## src/design/rrpe_pkg.sv

```systemverilog
package rrpe_pkg;

   localparam int RECORD_BYTES_DEF = 16;
   localparam int HEADER_LEN = 7;

   localparam logic [15:0] LIMIT_RESET = 16'd1023;
   localparam logic [7:0] ACK_BYTE = 8'h06;
   localparam logic [7:0] NAK_BYTE = 8'h15;
   localparam logic [7:0] CMD_LEAD = 8'h29;
   localparam logic [7:0] ECHO_LEAD = 8'h28;
   localparam logic [7:0] CHAR_FOUR = 8'h34;
   localparam logic [3:0] DIGIT_HIGH = 4'h3;

   typedef enum logic [1:0] {
      OP_START = 2'd0,
      OP_RX = 2'd1,
      OP_TIMEOUT = 2'd2
   } op_type;

   typedef enum logic [1:0] {
      KIND_TX = 2'd0,
      KIND_REC = 2'd1,
      KIND_STAT = 2'd2
   } kind_type;

   typedef enum logic [2:0] {
      ST_OK = 3'd0,
      ST_BARE_NAK = 3'd1,
      ST_HDR_NAK = 3'd2,
      ST_RANGE = 3'd3,
      ST_TRUNC = 3'd4,
      ST_BAD_HDR = 3'd5,
      ST_BAD_NIB = 3'd6
   } status_type;

   typedef enum logic [2:0] {
      PH_IDLE = 3'b001,
      PH_HEADER = 3'b010,
      PH_PAYLOAD = 3'b100
   } phase_type;

   typedef struct packed {
      logic accept;
      logic emit_tx;
      logic emit_rec;
      logic emit_stat;
   } ctl_cmd_type;

   typedef struct packed {
      logic start_tx;
      logic start_rec;
      logic start_stat;
      logic tx_end;
      logic rec_end;
      logic out_free;
   } dp_status_type;

   // character i of a header: lead, '4', '0', then four address digits
   function automatic logic [7:0] header_char(input logic [7:0] lead, input logic [2:0] i,
                                              input logic [15:0] a);
      logic [7:0] c;
      case (i)
         3'd0: c = lead;
         3'd1: c = CHAR_FOUR;
         3'd2: c = {DIGIT_HIGH, 4'h0};
         3'd3: c = {DIGIT_HIGH, a[15:12]};
         3'd4: c = {DIGIT_HIGH, a[11:8]};
         3'd5: c = {DIGIT_HIGH, a[7:4]};
         default: c = {DIGIT_HIGH, a[3:0]};
      endcase
      return c;
   endfunction

endpackage

```

## src/design/rrpe_if.sv

```systemverilog
interface rrpe_req_if import rrpe_pkg::*; ();
   logic valid;
   logic ready;
   logic [1:0] op;
   logic [15:0] addr;
   logic chain;
   logic [7:0] rx_byte;

   modport source (output valid, op, addr, chain, rx_byte, input ready);
   modport sink (input valid, op, addr, chain, rx_byte, output ready);
endinterface

interface rrpe_rsp_if import rrpe_pkg::*; ();
   logic valid;
   logic ready;
   logic [1:0] kind;
   logic [7:0] out_byte;
   logic [2:0] status;
   logic last;

   modport source (output valid, kind, out_byte, status, last, input ready);
   modport sink (input valid, kind, out_byte, status, last, output ready);
endinterface

```

## src/design/rrpe_ctrl.sv

```systemverilog
module rrpe_ctrl import rrpe_pkg::*; (
   input logic clock,
   input logic reset,
   input logic req_valid,
   output logic req_ready,
   input dp_status_type sts,
   output ctl_cmd_type cmd
);

   typedef enum logic [4:0] {
      S_IDLE = 5'b00001,
      S_TX = 5'b00010,
      S_PREP = 5'b00100,
      S_REC = 5'b01000,
      S_STAT = 5'b10000
   } state_type;

   state_type state_ff, state_in;

   assign req_ready = (state_ff == S_IDLE);

   always_comb begin
      state_in = state_ff;
      cmd = '0;
      case (state_ff)
         S_IDLE: begin
            cmd.accept = req_valid;
            if (req_valid) begin
               if (sts.start_tx) begin
                  state_in = S_TX;
               end else if (sts.start_rec) begin
                  state_in = S_PREP;
               end else if (sts.start_stat) begin
                  state_in = S_STAT;
               end
            end
         end
         S_TX: begin
            cmd.emit_tx = sts.out_free;
            if (sts.out_free && sts.tx_end) begin
               state_in = S_IDLE;
            end
         end
         S_PREP: begin
            state_in = S_REC;
         end
         S_REC: begin
            cmd.emit_rec = sts.out_free;
            if (sts.out_free && sts.rec_end) begin
               state_in = S_STAT;
            end
         end
         S_STAT: begin
            cmd.emit_stat = sts.out_free;
            if (sts.out_free) begin
               state_in = S_IDLE;
            end
         end
         default: begin
            state_in = S_IDLE;
         end
      endcase
   end

   always_ff @(posedge clock) begin
      if (reset) begin
         state_ff <= S_IDLE;
      end else begin
         state_ff <= state_in;
      end
   end

endmodule

```

## src/design/rrpe_datapath.sv

```systemverilog
module rrpe_datapath import rrpe_pkg::*; #(
   parameter int RECORD_BYTES = RECORD_BYTES_DEF
) (
   input logic clock,
   input logic reset,
   input logic csr_wr_en,
   input logic [15:0] csr_wr_data,
   input logic [1:0] req_op,
   input logic [15:0] req_addr,
   input logic req_chain,
   input logic [7:0] req_rx_byte,
   input logic rsp_ready,
   output logic rsp_valid,
   output logic [1:0] rsp_kind,
   output logic [7:0] rsp_out_byte,
   output logic [2:0] rsp_status,
   output logic rsp_last,
   input ctl_cmd_type cmd,
   output dp_status_type sts
);

   localparam int IDX_W = (RECORD_BYTES > 1) ? $clog2(RECORD_BYTES) : 1;
   localparam int CNT_MIN = $clog2(2 * RECORD_BYTES + 1);
   localparam int CNT_W = (CNT_MIN > 3) ? CNT_MIN : 3;
   localparam logic [CNT_W-1:0] HDR_END = CNT_W'(HEADER_LEN);
   localparam logic [CNT_W-1:0] PAY_END = CNT_W'(2 * RECORD_BYTES);
   localparam logic [IDX_W-1:0] REC_LAST = IDX_W'(RECORD_BYTES - 1);

   logic [7:0] mem [RECORD_BYTES];

   phase_type phase_ff, phase_in;
   logic [CNT_W-1:0] cnt_ff, cnt_in, cnt_inc;
   logic pend_ff, pend_in;
   logic [15:0] exp_ff, exp_in;
   logic hb_ff, hb_in;
   logic nb_ff, nb_in;
   logic [3:0] hn_ff, hn_in;
   logic chain_ff, chain_in;
   status_type stat_ff, stat_in;
   logic [2:0] tx_idx_ff, tx_idx_in;
   logic [IDX_W-1:0] rd_ptr_ff, rd_ptr_in;
   logic [7:0] rd_data_ff;
   logic [15:0] limit_ff;

   logic out_valid_ff;
   logic [1:0] out_kind_ff;
   logic [7:0] out_byte_ff;
   logic [2:0] out_status_ff;
   logic out_last_ff;

   logic wr_en;
   logic [IDX_W-1:0] wr_idx;
   logic [7:0] wr_data;
   logic [16:0] top_addr;
   logic [7:0] tx_byte;

   assign cnt_inc = cnt_ff + 1'b1;
   assign top_addr = {1'b0, req_addr} + 17'(RECORD_BYTES - 1);
   assign wr_idx = cnt_ff[IDX_W:1];
   assign wr_data = {hn_ff, req_rx_byte[3:0]};
   assign tx_byte = (tx_idx_ff == 3'd0) ? ACK_BYTE :
                    header_char(CMD_LEAD, tx_idx_ff - 3'd1, exp_ff);

   always_comb begin
      phase_in = phase_ff;
      cnt_in = cnt_ff;
      pend_in = pend_ff;
      exp_in = exp_ff;
      hb_in = hb_ff;
      nb_in = nb_ff;
      hn_in = hn_ff;
      chain_in = chain_ff;
      stat_in = stat_ff;
      tx_idx_in = tx_idx_ff;
      rd_ptr_in = rd_ptr_ff;
      wr_en = 1'b0;
      sts.start_tx = 1'b0;
      sts.start_rec = 1'b0;
      sts.start_stat = 1'b0;
      sts.tx_end = (tx_idx_ff == 3'(HEADER_LEN));
      sts.rec_end = (rd_ptr_ff == REC_LAST);
      sts.out_free = !out_valid_ff || rsp_ready;

      if (cmd.accept) begin
         case (req_op)
            OP_START: begin
               if (top_addr > {1'b0, limit_ff}) begin
                  stat_in = ST_RANGE;
                  sts.start_stat = 1'b1;
               end else begin
                  tx_idx_in = pend_ff ? 3'd0 : 3'd1;
                  pend_in = 1'b0;
                  exp_in = req_addr;
                  chain_in = req_chain;
                  cnt_in = '0;
                  hb_in = 1'b0;
                  nb_in = 1'b0;
                  hn_in = 4'h0;
                  phase_in = PH_HEADER;
                  sts.start_tx = 1'b1;
               end
            end
            OP_RX: begin
               if (phase_ff == PH_HEADER) begin
                  if (cnt_ff == '0 && req_rx_byte == NAK_BYTE) begin
                     stat_in = ST_BARE_NAK;
                     phase_in = PH_IDLE;
                     sts.start_stat = 1'b1;
                  end else begin
                     hb_in = hb_ff || (req_rx_byte != header_char(ECHO_LEAD, cnt_ff[2:0],
                                                                  exp_ff));
                     cnt_in = cnt_inc;
                     if (cnt_inc == HDR_END) begin
                        if (hb_in) begin
                           stat_in = ST_BAD_HDR;
                           phase_in = PH_IDLE;
                           sts.start_stat = 1'b1;
                        end else begin
                           phase_in = PH_PAYLOAD;
                           cnt_in = '0;
                        end
                     end
                  end
               end else if (phase_ff == PH_PAYLOAD) begin
                  if (cnt_ff == '0 && req_rx_byte == NAK_BYTE) begin
                     stat_in = ST_HDR_NAK;
                     phase_in = PH_IDLE;
                     sts.start_stat = 1'b1;
                  end else begin
                     nb_in = nb_ff || (req_rx_byte[7:4] != DIGIT_HIGH);
                     if (!cnt_ff[0]) begin
                        hn_in = req_rx_byte[3:0];
                     end else begin
                        wr_en = 1'b1;
                     end
                     cnt_in = cnt_inc;
                     if (cnt_inc == PAY_END) begin
                        phase_in = PH_IDLE;
                        if (nb_in) begin
                           stat_in = ST_BAD_NIB;
                           sts.start_stat = 1'b1;
                        end else begin
                           stat_in = ST_OK;
                           pend_in = pend_ff || chain_ff;
                           rd_ptr_in = '0;
                           sts.start_rec = 1'b1;
                        end
                     end
                  end
               end
            end
            OP_TIMEOUT: begin
               if (phase_ff != PH_IDLE) begin
                  stat_in = ST_TRUNC;
                  phase_in = PH_IDLE;
                  sts.start_stat = 1'b1;
               end
            end
            default: begin
            end
         endcase
      end

      if (cmd.emit_tx) begin
         tx_idx_in = tx_idx_ff + 3'd1;
      end
      if (cmd.emit_rec) begin
         rd_ptr_in = rd_ptr_ff + 1'b1;
      end
   end

   always_ff @(posedge clock) begin
      if (wr_en) begin
         mem[wr_idx] <= wr_data;
      end
      rd_data_ff <= mem[rd_ptr_in];
   end

   always_ff @(posedge clock) begin
      if (reset) begin
         phase_ff <= PH_IDLE;
         cnt_ff <= '0;
         pend_ff <= 1'b0;
         exp_ff <= '0;
         hb_ff <= 1'b0;
         nb_ff <= 1'b0;
         hn_ff <= 4'h0;
         chain_ff <= 1'b0;
         stat_ff <= ST_OK;
         tx_idx_ff <= 3'd0;
         rd_ptr_ff <= '0;
         limit_ff <= LIMIT_RESET;
         out_valid_ff <= 1'b0;
      end else begin
         phase_ff <= phase_in;
         cnt_ff <= cnt_in;
         pend_ff <= pend_in;
         exp_ff <= exp_in;
         hb_ff <= hb_in;
         nb_ff <= nb_in;
         hn_ff <= hn_in;
         chain_ff <= chain_in;
         stat_ff <= stat_in;
         tx_idx_ff <= tx_idx_in;
         rd_ptr_ff <= rd_ptr_in;
         if (csr_wr_en) begin
            limit_ff <= csr_wr_data;
         end
         if (cmd.emit_tx || cmd.emit_rec || cmd.emit_stat) begin
            out_valid_ff <= 1'b1;
         end else if (rsp_ready) begin
            out_valid_ff <= 1'b0;
         end
      end
   end

   always_ff @(posedge clock) begin
      if (cmd.emit_tx) begin
         out_kind_ff <= KIND_TX;
         out_byte_ff <= tx_byte;
         out_status_ff <= ST_OK;
         out_last_ff <= sts.tx_end;
      end else if (cmd.emit_rec) begin
         out_kind_ff <= KIND_REC;
         out_byte_ff <= rd_data_ff;
         out_status_ff <= ST_OK;
         out_last_ff <= 1'b0;
      end else if (cmd.emit_stat) begin
         out_kind_ff <= KIND_STAT;
         out_byte_ff <= 8'h00;
         out_status_ff <= stat_ff;
         out_last_ff <= 1'b1;
      end
   end

   assign rsp_valid = out_valid_ff;
   assign rsp_kind = out_kind_ff;
   assign rsp_out_byte = out_byte_ff;
   assign rsp_status = out_status_ff;
   assign rsp_last = out_last_ff;

endmodule

```

## src/design/record_read_protocol_engine.sv

```systemverilog
// Host-side engine for one record read over a nibble-coded serial link.
// req: one transaction per event: start (address, chain flag), received byte
//   or receive timeout. csr_wr_en/csr_wr_data set the address limit
//   (reset 1023).
// rsp: transmit bytes, decoded record bytes and a final status; last marks
//   the final transaction caused by a request.
// A start within range gives 7 transmit bytes (8 with an owed ACK), one per
//   cycle while the receiver does not stall.
// The payload byte that completes the record gives a first record store read in
//   a preparation state, then RECORD_BYTES record bytes and a status, one per
//   cycle while the receiver does not stall. Every other result is a single status.
// Requests causing no result leave req.ready high; otherwise req.ready stays low
//   until the last result has been loaded into the output register.
// A stalled receiver holds the output register and the engine waits.
// Reset returns to idle with no ACK owed; the record store is not cleared.
module record_read_protocol_engine import rrpe_pkg::*; #(
   parameter int RECORD_BYTES = RECORD_BYTES_DEF
) (
   input logic clock,
   input logic reset,
   input logic csr_wr_en,
   input logic [15:0] csr_wr_data,
   rrpe_req_if.sink req,
   rrpe_rsp_if.source rsp
);

   ctl_cmd_type cmd;
   dp_status_type sts;

   rrpe_ctrl u_ctrl (
      .clock(clock),
      .reset(reset),
      .req_valid(req.valid),
      .req_ready(req.ready),
      .sts(sts),
      .cmd(cmd)
   );

   rrpe_datapath #(
      .RECORD_BYTES(RECORD_BYTES)
   ) u_datapath (
      .clock(clock),
      .reset(reset),
      .csr_wr_en(csr_wr_en),
      .csr_wr_data(csr_wr_data),
      .req_op(req.op),
      .req_addr(req.addr),
      .req_chain(req.chain),
      .req_rx_byte(req.rx_byte),
      .rsp_ready(rsp.ready),
      .rsp_valid(rsp.valid),
      .rsp_kind(rsp.kind),
      .rsp_out_byte(rsp.out_byte),
      .rsp_status(rsp.status),
      .rsp_last(rsp.last),
      .cmd(cmd),
      .sts(sts)
   );

endmodule
```

## src/flat_wrapper.sv

```systemverilog
// flat-port wrapper written by rule: the top's interface ports become plain ports
module record_read_protocol_engine_flat import rrpe_pkg::*;
#(
   parameter int RECORD_BYTES = RECORD_BYTES_DEF
)
  (clock, reset, csr_wr_en, csr_wr_data, req_valid, req_op, req_addr, req_chain, req_rx_byte, req_ready, rsp_valid, rsp_kind, rsp_out_byte, rsp_status, rsp_last, rsp_ready);
  rrpe_req_if req_i ();
  rrpe_rsp_if rsp_i ();
  input logic clock;
  input logic reset;
  input logic csr_wr_en;
  input logic [15:0] csr_wr_data;
  input wire logic [$bits(req_i.valid)-1:0] req_valid;
  input wire logic [$bits(req_i.op)-1:0] req_op;
  input wire logic [$bits(req_i.addr)-1:0] req_addr;
  input wire logic [$bits(req_i.chain)-1:0] req_chain;
  input wire logic [$bits(req_i.rx_byte)-1:0] req_rx_byte;
  output wire logic [$bits(req_i.ready)-1:0] req_ready;
  output wire logic [$bits(rsp_i.valid)-1:0] rsp_valid;
  output wire logic [$bits(rsp_i.kind)-1:0] rsp_kind;
  output wire logic [$bits(rsp_i.out_byte)-1:0] rsp_out_byte;
  output wire logic [$bits(rsp_i.status)-1:0] rsp_status;
  output wire logic [$bits(rsp_i.last)-1:0] rsp_last;
  input wire logic [$bits(rsp_i.ready)-1:0] rsp_ready;
  assign req_i.valid = req_valid;
  assign req_i.op = req_op;
  assign req_i.addr = req_addr;
  assign req_i.chain = req_chain;
  assign req_i.rx_byte = req_rx_byte;
  assign req_ready = req_i.ready;
  assign rsp_valid = rsp_i.valid;
  assign rsp_kind = rsp_i.kind;
  assign rsp_out_byte = rsp_i.out_byte;
  assign rsp_status = rsp_i.status;
  assign rsp_last = rsp_i.last;
  assign rsp_i.ready = rsp_ready;
  record_read_protocol_engine #(.RECORD_BYTES(RECORD_BYTES)) u_core (.clock(clock), .reset(reset), .csr_wr_en(csr_wr_en), .csr_wr_data(csr_wr_data), .req(req_i), .rsp(rsp_i));
endmodule
```

## config.mk

```make
export PLATFORM = sky130hd
export DESIGN_NAME = record_read_protocol_engine_flat
export DESIGN_NICKNAME = d
export VERILOG_FILES = /design/src/design/rrpe_pkg.sv /design/src/design/rrpe_if.sv /design/src/design/rrpe_ctrl.sv /design/src/design/rrpe_datapath.sv /design/src/design/record_read_protocol_engine.sv /design/src/flat_wrapper.sv
export SDC_FILE = /design/constraint.sdc
export NUM_CORES = 1
export LEC_CHECK = 0
export ABC_AREA = 1
export BUFFER_PORTS_ARGS = -buffer_cell sky130_fd_sc_hd__buf_2
export CAP_MARGIN = 20
export CORE_MARGIN = 3
export CORE_UTILIZATION = 30
export CTS_CLUSTER_DIAMETER = 30
export CTS_CLUSTER_SIZE = 28
export DETAILED_ROUTE_END_ITERATION = 8
export PLACE_DENSITY = 0.49
export RECOVER_POWER = 25
export SYNTH_ARGS = -nofsm -noshare
export SYNTH_HDL_FRONTEND = slang
export SYNTH_SLANG_ARGS = --single-unit
```

## constraint.sdc

```tcl
create_clock -name clock -period 6.4 [get_ports clock]
set_clock_uncertainty 0.2 [all_clocks]
set_input_delay 0.32 -clock clock [delete_from_list [all_inputs] [get_ports clock]]
set_output_delay 0.32 -clock clock [all_outputs]
set_load 0.05 [all_outputs]
```

==> results of run 1 <==
==> through the flow <==
| stage | util, % | cell area [sq um] |
|---|---|---|
| after floorplan | - | 10500 |
| after global placement | 32.9 | 11200 |
| after detailed placement | 32.9 | 11200 |
| after CTS | 39.6 | 13400 |
| after global routing | 39.6 | 13400 |
| final | 39.6 | 13400 |
==> power groups by stage <==
stage / logic [mW] / registers, mW / clock network [mW]
2_1_floorplan: 0.270 / 1.65 / 0
3_3_place_gp: 0.461 / 1.59 / 0
3_5_place_dp: 0.463 / 1.59 / 0
4_1_cts: 0.487 / 1.57 / 2.73
5_1_grt: 0.544 / 1.57 / 2.81
6_report: 0.485 / 1.57 / 2.68
==> per-layer routing <==
metal  vias up  part of all wire (%)  GRT usage, %
li1       4276                     -             -
met1      3995                    46          20.6
met2       167                    48          26.9
met3        51                   3.5          2.78
met4         0                   2.7          5.59
met5         -                     0             0
==> final cells by class <==
cell class | instances | area share (%)
Multi-Input combinational cell | 810 | 30.3
Inverter | 139 | 3.88
Clock buffer | 58 | 10.2
Tap cell | 448 | 4.17
Timing Repair Buffer | 110 | 5.78
Clock inverter | 38 | 3.44
Sequential cell | 215 | 42.3
==> worst max path at each step <==
stage	startpoint	end	slack [ns]
after global placement	req_addr[2]	u_core.u_datapath.tx_idx_ff[1]$_SDFFE_PP0P_	2.03
after CTS	req_addr[0]	u_core.u_datapath.tx_idx_ff[2]$_SDFFE_PP0P_	1.86
final	req_addr[0]	u_core.u_datapath.tx_idx_ff[1]$_SDFFE_PP0P_	1.81
after detailed placement	req_addr[2]	u_core.u_datapath.tx_idx_ff[2]$_SDFFE_PP0P_	1.82
after floorplan	req_addr[0]	u_core.u_datapath.exp_ff[11]$_SDFFE_PP0P_	3.31
after global routing	req_addr[0]	u_core.u_datapath.tx_idx_ff[2]$_SDFFE_PP0P_	1.30
==> cells by family after synthesis <==
kind of cell	share of synthesized area (%)
XOR/XNOR	1.25
adder cells (fa/ha/maj)	4.18
flip-flops	54.1
buffers and inverters	7.05
AND/OR/NAND/NOR	24.4
AO/OA/AOI/OAI	8.98
==> cell usage after synthesis, types with 3 or more instances <==
library cell,instances,area (sq um)
sky130_fd_sc_hd__o2111ai_1,3,26.3
sky130_fd_sc_hd__nor2_4,4,45.0
sky130_fd_sc_hd__nand4_1,17,106
sky130_fd_sc_hd__buf_6,3,33.8
sky130_fd_sc_hd__edfxtp_1,137,4110
sky130_fd_sc_hd__nor4_1,3,18.8
sky130_fd_sc_hd__clkinv_1,4,15.0
sky130_fd_sc_hd__inv_2,10,37.5
sky130_fd_sc_hd__nand2_4,3,33.8
sky130_fd_sc_hd__inv_1,125,469
sky130_fd_sc_hd__buf_2,18,90.1
sky130_fd_sc_hd__o211ai_1,20,150
sky130_fd_sc_hd__nand3_2,4,40.0
sky130_fd_sc_hd__nor3_1,10,50.1
sky130_fd_sc_hd__ha_1,35,438
sky130_fd_sc_hd__nor2_1,94,353
sky130_fd_sc_hd__clkbuf_1,13,48.8
sky130_fd_sc_hd__xor2_1,9,78.8
sky130_fd_sc_hd__dfxtp_1,78,1560
sky130_fd_sc_hd__o21ai_0,42,210
sky130_fd_sc_hd__nand2_1,362,1360
sky130_fd_sc_hd__a211oi_1,4,30.0
sky130_fd_sc_hd__nand3_1,84,420
sky130_fd_sc_hd__xnor2_1,6,52.6
sky130_fd_sc_hd__a21oi_1,74,370
sky130_fd_sc_hd__buf_4,6,45.0
==> worst max-delay path, cell delays in order <==
cell and delay [ns]:
sky130_fd_sc_hd__dlygate4sd3_1 0.52, sky130_fd_sc_hd__buf_2 0.12, sky130_fd_sc_hd__inv_1 0.06, sky130_fd_sc_hd__nand2_1 0.07
sky130_fd_sc_hd__or2_2 0.11, sky130_fd_sc_hd__nand2_1 0.07, sky130_fd_sc_hd__and3b_1 0.27, sky130_fd_sc_hd__nand3_1 0.12
sky130_fd_sc_hd__nor2_1 0.28, sky130_fd_sc_hd__nand4_1 0.17, sky130_fd_sc_hd__xnor2_1 0.17, sky130_fd_sc_hd__ha_1 0.31
sky130_fd_sc_hd__nand4_1 0.12, sky130_fd_sc_hd__nor4_1 0.32, sky130_fd_sc_hd__nand2_1 0.13, sky130_fd_sc_hd__nand2_1 0.11
sky130_fd_sc_hd__nand3_1 0.65, sky130_fd_sc_hd__inv_1 0.61, sky130_fd_sc_hd__nor2_1 0.11, sky130_fd_sc_hd__nand2_1 0.08
sky130_fd_sc_hd__a21oi_1 0.05
==> layout by cell type (no fill, tap or decap), types with 3 or more instances in the layout <==
master,Yosys,layout
sky130_fd_sc_hd__nand2_1,362,362
sky130_fd_sc_hd__edfxtp_1,137,137
sky130_fd_sc_hd__inv_1,125,125
sky130_fd_sc_hd__nor2_1,94,94
sky130_fd_sc_hd__nand3_1,84,84
sky130_fd_sc_hd__dfxtp_1,78,78
sky130_fd_sc_hd__a21oi_1,74,74
sky130_fd_sc_hd__buf_2,18,59
sky130_fd_sc_hd__clkbuf_16,0,53
sky130_fd_sc_hd__dlygate4sd3_1,0,45
sky130_fd_sc_hd__o21ai_0,42,42
sky130_fd_sc_hd__ha_1,35,35
sky130_fd_sc_hd__o211ai_1,20,20
sky130_fd_sc_hd__nand4_1,17,17
sky130_fd_sc_hd__clkinv_2,0,12
sky130_fd_sc_hd__inv_2,10,10
sky130_fd_sc_hd__clkinv_1,4,10
sky130_fd_sc_hd__nor3_1,10,10
sky130_fd_sc_hd__xor2_1,9,9
sky130_fd_sc_hd__bufinv_16,0,8
sky130_fd_sc_hd__clkbuf_1,13,7
sky130_fd_sc_hd__xnor2_1,6,6
sky130_fd_sc_hd__clkinvlp_4,0,5
sky130_fd_sc_hd__nor2_4,4,4
sky130_fd_sc_hd__nand3_2,4,4
sky130_fd_sc_hd__a211oi_1,4,4
sky130_fd_sc_hd__clkinv_4,0,4
sky130_fd_sc_hd__nand2_4,3,3
sky130_fd_sc_hd__nor4_1,3,3
sky130_fd_sc_hd__o2111ai_1,3,3
==> what timing repair did <==
item / 4_1_cts / 5_1_grt
endpoints found under the setup margin: 0 / 0
endpoints found under the hold margin: 39 / 0
hold buffers: 45 / 0
==> flip-flops by register name (all words and copies together), names as in the netlist, 5 cells and up <==
register and cells:
u_core.u_datapath.mem 128, u_core.u_ctrl.state_ff 5, u_core.u_datapath.rsp_out_byte 8, u_core.u_datapath.cnt_ff 6
u_core.u_datapath.exp_ff 16, u_core.u_datapath.limit_ff 16, u_core.u_datapath.rd_data_ff 8
==> run summary, run 1 <==
The flow ran to the end, and the final reports show no timing, DRC or antenna violations. For this design the ratio of total power to cell area is 352 nW/um^2. For the DRC violation total after the first TritonRoute iteration, the log shows 458.

The CTS buffer count was 53; the flop-to-flop setup slack was 2.87 ns. The congestion estimate from routability-driven global placement came to 0.830. The number of vias per cell works out to 4.67.

The type of the setup path with the least slack was primary input to flop. Counting every net in the synthesized netlist gives 1287. For this run, the total global-route usage over all layers was measured as 15.9%. Across all hold checks on the routed design, the worst slack comes to 0.0513 ns.

The latest clock arrival within the worst-skew pair was 0.56 ns. The worst register-to-register path begins at u_core.u_datapath.cnt_ff[2]$_SDFFE_PP0P_. Clock-pin slew was measured on the worst setup and hold paths at 0.04 ns.

The tools report the reg-to-reg endpoint as u_core.u_datapath.rd_data_ff[7]$_DFF_P_. Per report_power, the sequential group accounts for 33.1% of the total. In this run the tool buffered the top-level ports with 63 buffer cells. Number of global-route vias before repair: 8319. The worst setup path is captured at a flop. For the pin with the worst max-slew slack, the measured transition is 1.26 ns. For this design the top-level I/O count stands at 64.

The number of H-tree levels came out at 2. TritonCTS built the clock tree. After filler insertion, the fill cell instance count of the layout stands at 3441.

Yosys printed 0 warnings. The logs give 218 MHz for the achievable clock frequency and 0 for the number of remaining DRC errors. The switching share of total power was 25.3%; the leakage power summed over all cells was 5.77 nW. The count of nets left with antenna violations once routing finished came out at 0.

The die is 193 um wide. The number of antenna violations at the first check in global routing came out at 0. The share of total power in combinational logic came out at 10.3%.

Setup repair after global routing left no endpoint under its margin. The final setup violation count was 0; the gate count after technology mapping was 1204. After floorplanning, the core was sized to cover 34000 sq um. The logs give 59 for the maximum number of pins on one net before global-route repair and 67 for the row count. Cell internal power was estimated by the tool at 3.53 mW. The run gives 1412 as the total number of nets in the final design. The tools report the type of element launching the critical path as a primary input. Counting flops with an async set or reset pin after synthesis yields a share of 0%. The max capacitance violation total was 0; the share of layout cells above drive strength 1 was 13.1%. The post-synthesis to final-layout area growth was 28.1%. The sequential cells in the finished layout cover a total of 5680 sq um. Gates resized during post-CTS repair numbered 0. The final number of max-transition violations is 0. In the synthesized netlist the dominant register cell turns out to be sky130_fd_sc_hd__edfxtp_1. The number of failing hold endpoints at the final stage is 0, and the total detailed-routing wirelength is 29000 um. The peak fanout along the critical path was 29; the worst supply voltage drop on vdd was 176 uV.

The die covers 37200 sq um. After layout, the worst setup slack is 1.81 ns. Path category of the worst min-delay check: primary input to flop.

Measured against its own limit, the worst slew margin works out to 16.1%. The clock share of power is 56.6%. The cell count of the worst hold path was 5. The tree is rooted in a sky130_fd_sc_hd__clkbuf_16.

In this run the deepest clock path goes through 3 buffers. The run gives 1677 as the number of cells after detailed placement. The final clock period utilization by the worst path is 71.8%, and the height of the die is 193 um. Prior to clock tree synthesis, the placed netlist has a worst setup slack of 1.82 ns. The first global-routing pass estimated 46000 um of wire.

Summing the sequential cell areas from Yosys gives 54.1% of the chip area. The overall power came out at 4.73 mW. The count of different cell masters after synthesis is 51, and the half-perimeter wire length after placement is 19100 um. For this design, the sink count on the clock tree is 215. Critical path data arrival time: 4.79 ns. Summing all multi-input logic gate instances after layout gives 4070 sq um. The finished layout holds 1818 standard cells, fillers aside. For this configuration, the core starts out at a cell density of 30.9%. The logs give 0 for the count of buffers added by post-CTS timing repair for setup and 6.59 ns for the critical path required time. In this run the power spent charging and discharging nets is 1.20 mW. Averaged over all synthesized cells, the footprint is 8.71 sq um. The number of cells on the worst reg-to-reg path is 15. Minimum clock period after layout: 4.59 ns.

The worst hold path begins at req_valid. 0 antenna diodes ended up in the layout. The run gives 5 as the count of TritonRoute iterations in the first routing pass.

The routed wire length per instance came out at 16.0 um. The synthesized area is 10500 sq um, and the total congestion overflow is 0. The count of flip-flops with a built-in enable after synthesis is 137. Detailed routing inserted a total of 8489 vias. The number of synthesized register bits works out to 215. The worst-case hold path end point is u_core.u_ctrl.state_ff[2]$_SDFFE_PP0P_.

The tools report the aggregate negative setup slack as 0 ns.
(Power assumes the default switching activity.)
==> run 2, diff against run 1 <==
- ABC_AREA: 1 -> 0
- clock period: 6.4 -> 4.55 ns (I/O delays scaled with it)
==> run summary, run 2 <==
The core footprint is 32900 sq um, and the number of antenna violations at the first check in global routing is 0. The first-pass GRT wire length came out at 43900 um. Once layout is complete, the utilization of the core stands at 40.1%. The tools report the launch point of the worst hold path as csr_wr_en. The area growth from synthesis to layout is 30.4%.

Path category of the worst min-delay check: primary input to flop. The final layout contains 1150 nets. For the number of global-route vias before repair, the log shows 7594.

STA classifies the critical path startpoint as a primary input. Of all nets on the critical path, the largest fanout is 12. The proportion of netlist area held by the largest area contributor works out to 40.6%.

The cell type with the highest occurrence count on the critical path is sky130_fd_sc_hd__ha_1. The critical path goes through dlygate4sd3_1 > buf_2 > inv_1 > ha_1 > nor3b_1 > nor3_2 > nand3_1 > xnor2_1 > ha_1 > nand4_1 > nor4_1 > a31oi_1 > o31a_1 > o31ai_2 > o21ai_1 > or4_1 > a21oi_1. For this design the top-level I/O count stands at 64. The count of different cell masters after synthesis was 70; the critical path data arrival time was 4.43 ns.

The cell area after layout was 13200 sq um; the aggregate negative setup slack was 0 ns. The type of destination of the critical path is a flop. Data on the critical path is required at its endpoint by 4.79 ns. The root buffer cell chosen for the clock tree is sky130_fd_sc_hd__clkbuf_16. The number of H-tree levels is 2, and the number of flip-flops under the largest register name is 128. The largest registers in the layout are u_core.u_datapath.mem: 128 flops, u_core.u_datapath.exp_ff: 16 flops, u_core.u_datapath.limit_ff: 16 flops. The maximum number of pins on one net before global-route repair is 54. The design draws 5.83 mW. Across all layers, the routed design uses 7632 vias. In this run the deepest clock path goes through 3 buffers. The cell area power density works out to 441 nW/um^2. The run gives 0.0165 ns as the smallest hold slack. The worst register-to-register path begins at u_core.u_datapath.cnt_ff[1]$_SDFFE_PP0P_. The number of remaining DRC errors was 0; the number of cells after detailed placement was 1415. In the global route stage, overall resource usage came out at 15.6%. Yosys mapped a number of flops with a built-in enable equal to 137. Using the TritonRoute via totals, the vias-per-cell ratio works out to 4.93. In this run, CTS created clock tree buffers numbering 50.

The worst setup path is of the primary input to flop kind. In the layout the commonest cells are sky130_fd_sc_hd__edfxtp_1, sky130_fd_sc_hd__nor2_1, sky130_fd_sc_hd__dfxtp_1. In this run the horizontal extent of the chip is 190 um.

In this run, the number of DRC markers left after iteration 0 of detailed routing was 447. The number of failing hold endpoints at the final stage came out at 0. The final clock period utilization by the worst path was 92.0%.

The run gives 0.362 ns as the final worst-path setup slack. At the end of routability-driven placement, the weighted congestion stood at 0.824. The die is 190 um tall. Sequential elements use 56.0% of the synthesized area.

The worst-case IR drop observed on VDD is 385 uV. Port buffering added 63 buffers. The tools report the start point of the critical path as req_addr[0]. The count of TritonRoute iterations in the first routing pass is 6.

The checks that failed: capacitance limit, slew limit. The run gives 1548 as the number of cells in the finished layout apart from fillers. The initial core utilization was 30.8%.

The leakage power summed over all cells is 5.00 nW, and the latest clock arrival within the worst-skew pair is 0.54 ns. The max capacitance violation total came out at 1. Derived from the worst setup path, the maximum achievable clock frequency is 239 MHz.

The detail route stage leaves a number of antenna-violating nets equal to 0. The count of synthesis-stage warnings from yosys came out at 0. In the post-synthesis netlist, the cell with the most instances is sky130_fd_sc_hd__edfxtp_1. Before CTS, the worst setup slack after placement is 0.288 ns.

The cell type group with the largest total delay on the critical path was simple AND/OR/NAND/NOR gates. The share of layout cells above drive strength 1 came out at 17.5%. The flow ran to the end, but the final reports show violations.

The logs give 19700 um for the half-perimeter wire length after placement and 995 for the net count after synthesis. The total detailed-routing wirelength came out at 28100 um. The initialized floorplan defines 66 standard-cell rows. For the total congestion overflow, the log shows 0.

In the synthesized netlist, the number of instances is 912. For this run, the slowest stage of the critical path takes 0.54 ns. In this run the cell area measured after placement is 11100 sq um. Sorting the synthesized cells by how often they occur yields sky130_fd_sc_hd__edfxtp_1, sky130_fd_sc_hd__nor2_1, sky130_fd_sc_hd__dfxtp_1. Setup repair after global routing left no endpoint under its margin.

In this run, synthesis produced a sequential element count of 215. The routed wire length per instance was 18.2 um; the count of antenna diodes in the layout was 0. Final number of max-transition violations: 54. Yosys attributes the largest share of cell area to sky130_fd_sc_hd__edfxtp_1, sky130_fd_sc_hd__dfxtp_1, sky130_fd_sc_hd__mux2i_1. The cell taking the most area after synthesis was sky130_fd_sc_hd__edfxtp_1.

TritonCTS built the clock tree. The leading cell type in the layout, fill and taps excluded was sky130_fd_sc_hd__edfxtp_1. Clock-pin slew was measured on the worst setup and hold paths at 0.04 ns.

The share of flip-flops with an asynchronous set or reset is 0%. The die covers 36000 sq um. Counting both buffers and inverters, the worst setup path holds a total of 3.

The prevailing post-synth register cell was sky130_fd_sc_hd__edfxtp_1. Highest-delay cell along the critical path: sky130_fd_sc_hd__or4_1. The synthesized area is 10100 sq um, and the actual slew at the worst max-slew pin is 2.59 ns. The register containing the most flip-flops in the final layout is u_core.u_datapath.mem. After layout, the minimum clock period comes to 4.19 ns. For this design, the sink count on the clock tree is 215. Once the clock tree was built, the setup fixing pass inserted 0 buffers.

Setup violations remaining at the end of the flow were counted as 0. Measured against its own limit, the worst slew margin works out to -72.4%. Each instance of the synthesized netlist takes up on average 11.1 sq um.
## run 2: path summary, 6_finish.rpt
path	to	slack, ns	cells past startpoint
setup / recovery	u_core.u_datapath.cnt_ff[4]$_SDFFE_PP0P_	0.36	17
hold / removal	u_core.u_datapath.limit_ff[7]$_SDFFE_PP1P_	0.02	3
setup reg to reg	u_core.u_datapath.rd_data_ff[1]$_DFF_P_	0.66	11
hold reg to reg	u_core.u_datapath.rsp_kind[1]$_SDFFE_PP0P_	0.25	2
## run 2: logic make-up after synthesis
| family | synth area share [%] |
|---|---|
| adder cells (fa/ha/maj) | 4.32 |
| XOR/XNOR | 2.06 |
| flip-flops | 56.0 |
| multiplexers | 8.47 |
| AO/OA/AOI/OAI | 11.2 |
| buffers and inverters | 3.11 |
| AND/OR/NAND/NOR | 14.9 |
## run 2: repair_timing
| item | 4_1_cts | 5_1_grt |
|---|---|---|
| endpoints found under the setup margin | 0 | 2 |
| resized for setup | 0 | 1 |
| hold endpoints to repair | 60 | 0 |
| hold buffers | 42 | 0 |
## run 2: worst min-delay path, cell delays in order
cell                       delay [ns]
sky130_fd_sc_hd__buf_2           0.27
sky130_fd_sc_hd__nand2_1         0.12
sky130_fd_sc_hd__o211ai_1        0.08
## run 2: routing by layer
layer | share of wire [%] | track usage [%] | vias to the layer above
li1 | - | - | 3725
met1 | 47 | 21.7 | 3670
met2 | 46 | 24.6 | 197
met3 | 4.7 | 2.93 | 40
met4 | 2.3 | 5.29 | 0
met5 | 0 | 0 | -
## run 2: report_power, final
part	switching [mW]	leakage, nW	internal, mW	total [mW]
combinational	0.180	2.26	0.119	0.299
sequential	0.0170	1.94	2.09	2.11
clock	1.12	0.807	2.30	3.43
## run 2: area by class of cell
class	count	area (sq um)
Multi-Input combinational cell	621	4170
Sequential cell	215	5680
Inverter	40	150
Timing Repair Buffer	139	1000
Tap cell	442	553
Fill cell	3189	19700
Clock inverter	34	354
Clock buffer	57	1320
==> run 3, diff against run 2 <==
- CORE_ASPECT_RATIO: unset -> 1.75
- RECOVER_POWER: 25 -> 50
==> run summary, run 3 (synthesis gave the netlist of run 2 again) <==
In this run, the number of DRC markers left after iteration 0 of detailed routing was 461. Final hold analysis gives a worst-case slack of 0.0109 ns. The tools report the total detailed-routing wirelength as 29100 um. The setup check on the worst reg-to-reg path leaves a slack of 0.44 ns.

Path category of the worst min-delay check: primary input to flop. For this design the ratio of total power to cell area is 373 nW/um^2. The maximum cell stage delay along the critical path was 0.55 ns; the final setup violation count was 0. The run gives 0 as the final number of max-transition violations. The tools report the critical path capture point as u_core.u_datapath.cnt_ff[4]$_SDFFE_PP0P_.

The tools report the number of antenna violations at the first check in global routing as 0. Leaving out fill and tap cells, the most frequent cell in the layout is sky130_fd_sc_hd__edfxtp_1. The largest registers in the layout are u_core.u_datapath.mem: 128 flops, u_core.u_datapath.exp_ff: 16 flops, u_core.u_datapath.limit_ff: 16 flops. Port buffering added 63 buffers.

For the worst flop-to-flop path, the logic depth is 9. Leaving out fill and tap cells, the most frequent cells in the layout are sky130_fd_sc_hd__edfxtp_1, sky130_fd_sc_hd__nor2_1, sky130_fd_sc_hd__dfxtp_1. Cells with a size suffix above 1 make up 14.3% of the layout. Relative to the synthesized area, the layout overhead comes to 26.5%.

The count of nets left with antenna violations once routing finished came out at 0. The tools report the number of ports placed on the die boundary as 64. In this run the core area contains 88 standard-cell rows.

The type of destination of the critical path is a flop. For the worst setup path, the data required time is 4.83 ns. Of the total power, combinational logic draws 6.6%. STA puts the critical path data arrival time at 4.40 ns. The first global-routing pass estimated 44800 um of wire. Count of clock tree sinks: 215. For this run, the share of the core covered by cells in the final layout is 38.7%. VDD sags by at most 276 uV. The CTS buffer count was 31.

The headroom to the max-slew limit was 15.8%. After detailed routing, the number of remaining DRC violations is 0. The half-perimeter wire length after placement came out at 21000 um. The count of antenna diodes in the layout is 0. The critical path is of the primary input to flop type. The final clock period utilization by the worst path is 90.7%. In this run the worst path has a maximum fanout of 12. The highest-delay cell along the critical path was sky130_fd_sc_hd__nor3b_1.

The tool flagged a number of max-cap violations equal to 0. Of the total power, registers draw 43.9%. After detailed routing, no signal wire sits above met4.

Timing would allow up to 242 MHz. The routed wire length per instance was 18.8 um; the number of buffers on the longest clock path was 3. Of the total power, the share spent switching nets is 24.2%.

The internal power is 3.62 mW. The master cell of the clock root buffer is sky130_fd_sc_hd__clkbuf_16. The run finished with clean final reports. Clock latency on the worst-skew pair, taken at its later pin, is 0.57 ns. The logs give 0 for the total congestion overflow and 0 ns for the aggregate negative setup slack. The leakage power summed over all cells was 4.74 nW.

The type of element launching the critical path is a primary input. Entering global routing, the biggest net connects 54 pins. The tools report the reg-to-reg endpoint as u_core.u_datapath.rd_data_ff[7]$_DFF_P_. The count of TritonRoute iterations in the first routing pass was 5. The routed layout has 7702 vias.

The run gives 15.8% as the global-route total usage across every layer. The logs give 0 for the number of failing hold endpoints at the final stage and 36100 sq um for the total die area. More flip-flops sit in one register than any other, and that register is u_core.u_datapath.mem. Once the floorplan was initialized, standard cells occupied 30.6% of the core.

The floorplan die width came out at 145 um. Tracing the worst setup path back leads to its startpoint at req_addr[0]. The routed length on met1 is 10500 um. The cell type with the highest occurrence count on the critical path was sky130_fd_sc_hd__ha_1.

Summing all placed instances gives a cell area of 11200 sq um. The worst path needs 4.12 ns of the cycle, external delays included. In this run the critical register-to-register path is launched from u_core.u_ctrl.state_ff[4]$_SDFFE_PP0P_. The number of H-tree levels is 1, and the power spent charging and discharging nets is 1.16 mW. Clock-pin slew was measured on the worst setup and hold paths at 0.06 ns. TritonCTS built the clock tree. Detailed routing placed a total of 995 um of wire on met3. In the routed layout, each cell is associated on average with a via count of 4.97. The register with the most flip-flops in the layout has 128 of them.

After routing the design area is 12800 sq um. The logs give 33100 sq um for the core footprint and 16100 um for the wire length on met2. The overall power came out at 4.78 mW.

The floorplan step set the die height to 249 um. Setup repair after global routing left no endpoint under its margin. Routability-driven placement finished with a final weighted congestion of 0.859. The actual slew at the worst max-slew pin is 1.26 ns.

The number of global-route vias before repair came out at 7696. The clock share of power was 49.4%. Walking the worst path, the cells encountered are dlygate4sd3_1 > buf_2 > inv_1 > ha_1 > nor3b_1 > nor3_2 > nand3_1 > xnor2_1 > ha_1 > nand4_1 > nor3_1 > a211oi_1 > nand2_1 > o31ai_2 > o21ai_1 > or4_1 > a21oi_1. The run gives 1158 as the total number of nets in the final design.
[run 3: per-stage QoR]
stage | setup WS [ns] | std cells
5_1_grt | 0.0615 | 1549
2_1_floorplan | 0.990 | 912
6_report | 0.425 | 1549
4_1_cts | 0.289 | 1549
3_3_place_gp | 0.341 | 1428
3_5_place_dp | 0.250 | 1428
[run 3: critical path, delay by kind of cell]
family | cells | cell delay, ns
compound gates | 4 | 1.10
buf+inv | 3 | 0.74
fa+ha+maj | 2 | 0.44
simple gates | 7 | 1.77
xor+xnor | 1 | 0.13
[run 3: timing repair]
item                                   4_1_cts  5_1_grt
setup buffers                                0        0
endpoints found under the hold margin       99        0
setup endpoints to repair                    0        1
gates resized for setup                      0        1
hold buffers                                64        0
[run 3: per-layer routing]
metal	up-vias	global-route usage, %
met2	170	30.8
met1	3719	16.1
met3	81	2.02
met4	0	8.13
met5	-	0
li1	3732	-
[run 3: worst min-delay path by stage]
stage / start / end / depth (start not counted)
after floorplan: req_rx_byte[0] / u_core.u_datapath.mem[0][0]$_DFFE_PP_ / 0
after global placement: u_core.u_datapath.rsp_kind[1]$_SDFFE_PP0P_ / u_core.u_datapath.rsp_kind[1]$_SDFFE_PP0P_ / 2
after detailed placement: u_core.u_datapath.rsp_kind[1]$_SDFFE_PP0P_ / u_core.u_datapath.rsp_kind[1]$_SDFFE_PP0P_ / 2
after CTS: csr_wr_en / u_core.u_datapath.limit_ff[13]$_SDFFE_PP0P_ / 3
after global routing: rsp_ready / u_core.u_datapath.rsp_valid$_SDFFE_PP0P_ / 4
final: rsp_ready / u_core.u_datapath.rsp_valid$_SDFFE_PP0P_ / 4
[run 3: area by class of cell]
type,instances,area [sq um]
clock buffers,36,837
clock inverters,21,203
fillers,3252,20300
inverters,40,150
multi-input cells,621,4160
flip-flops and latches,215,5680
well taps,450,563
repair buffers,166,1230
[run 3: power by group through the flow]
stage / Combinational [mW] / Sequential (mW) / Clock (mW)
final: 0.317 / 2.10 / 2.36
after global routing: 0.352 / 2.10 / 2.50
after CTS: 0.321 / 2.10 / 2.41
after detailed placement: 0.275 / 2.14 / 0
after global placement: 0.273 / 2.14 / 0
after floorplan: 0.158 / 2.14 / 0
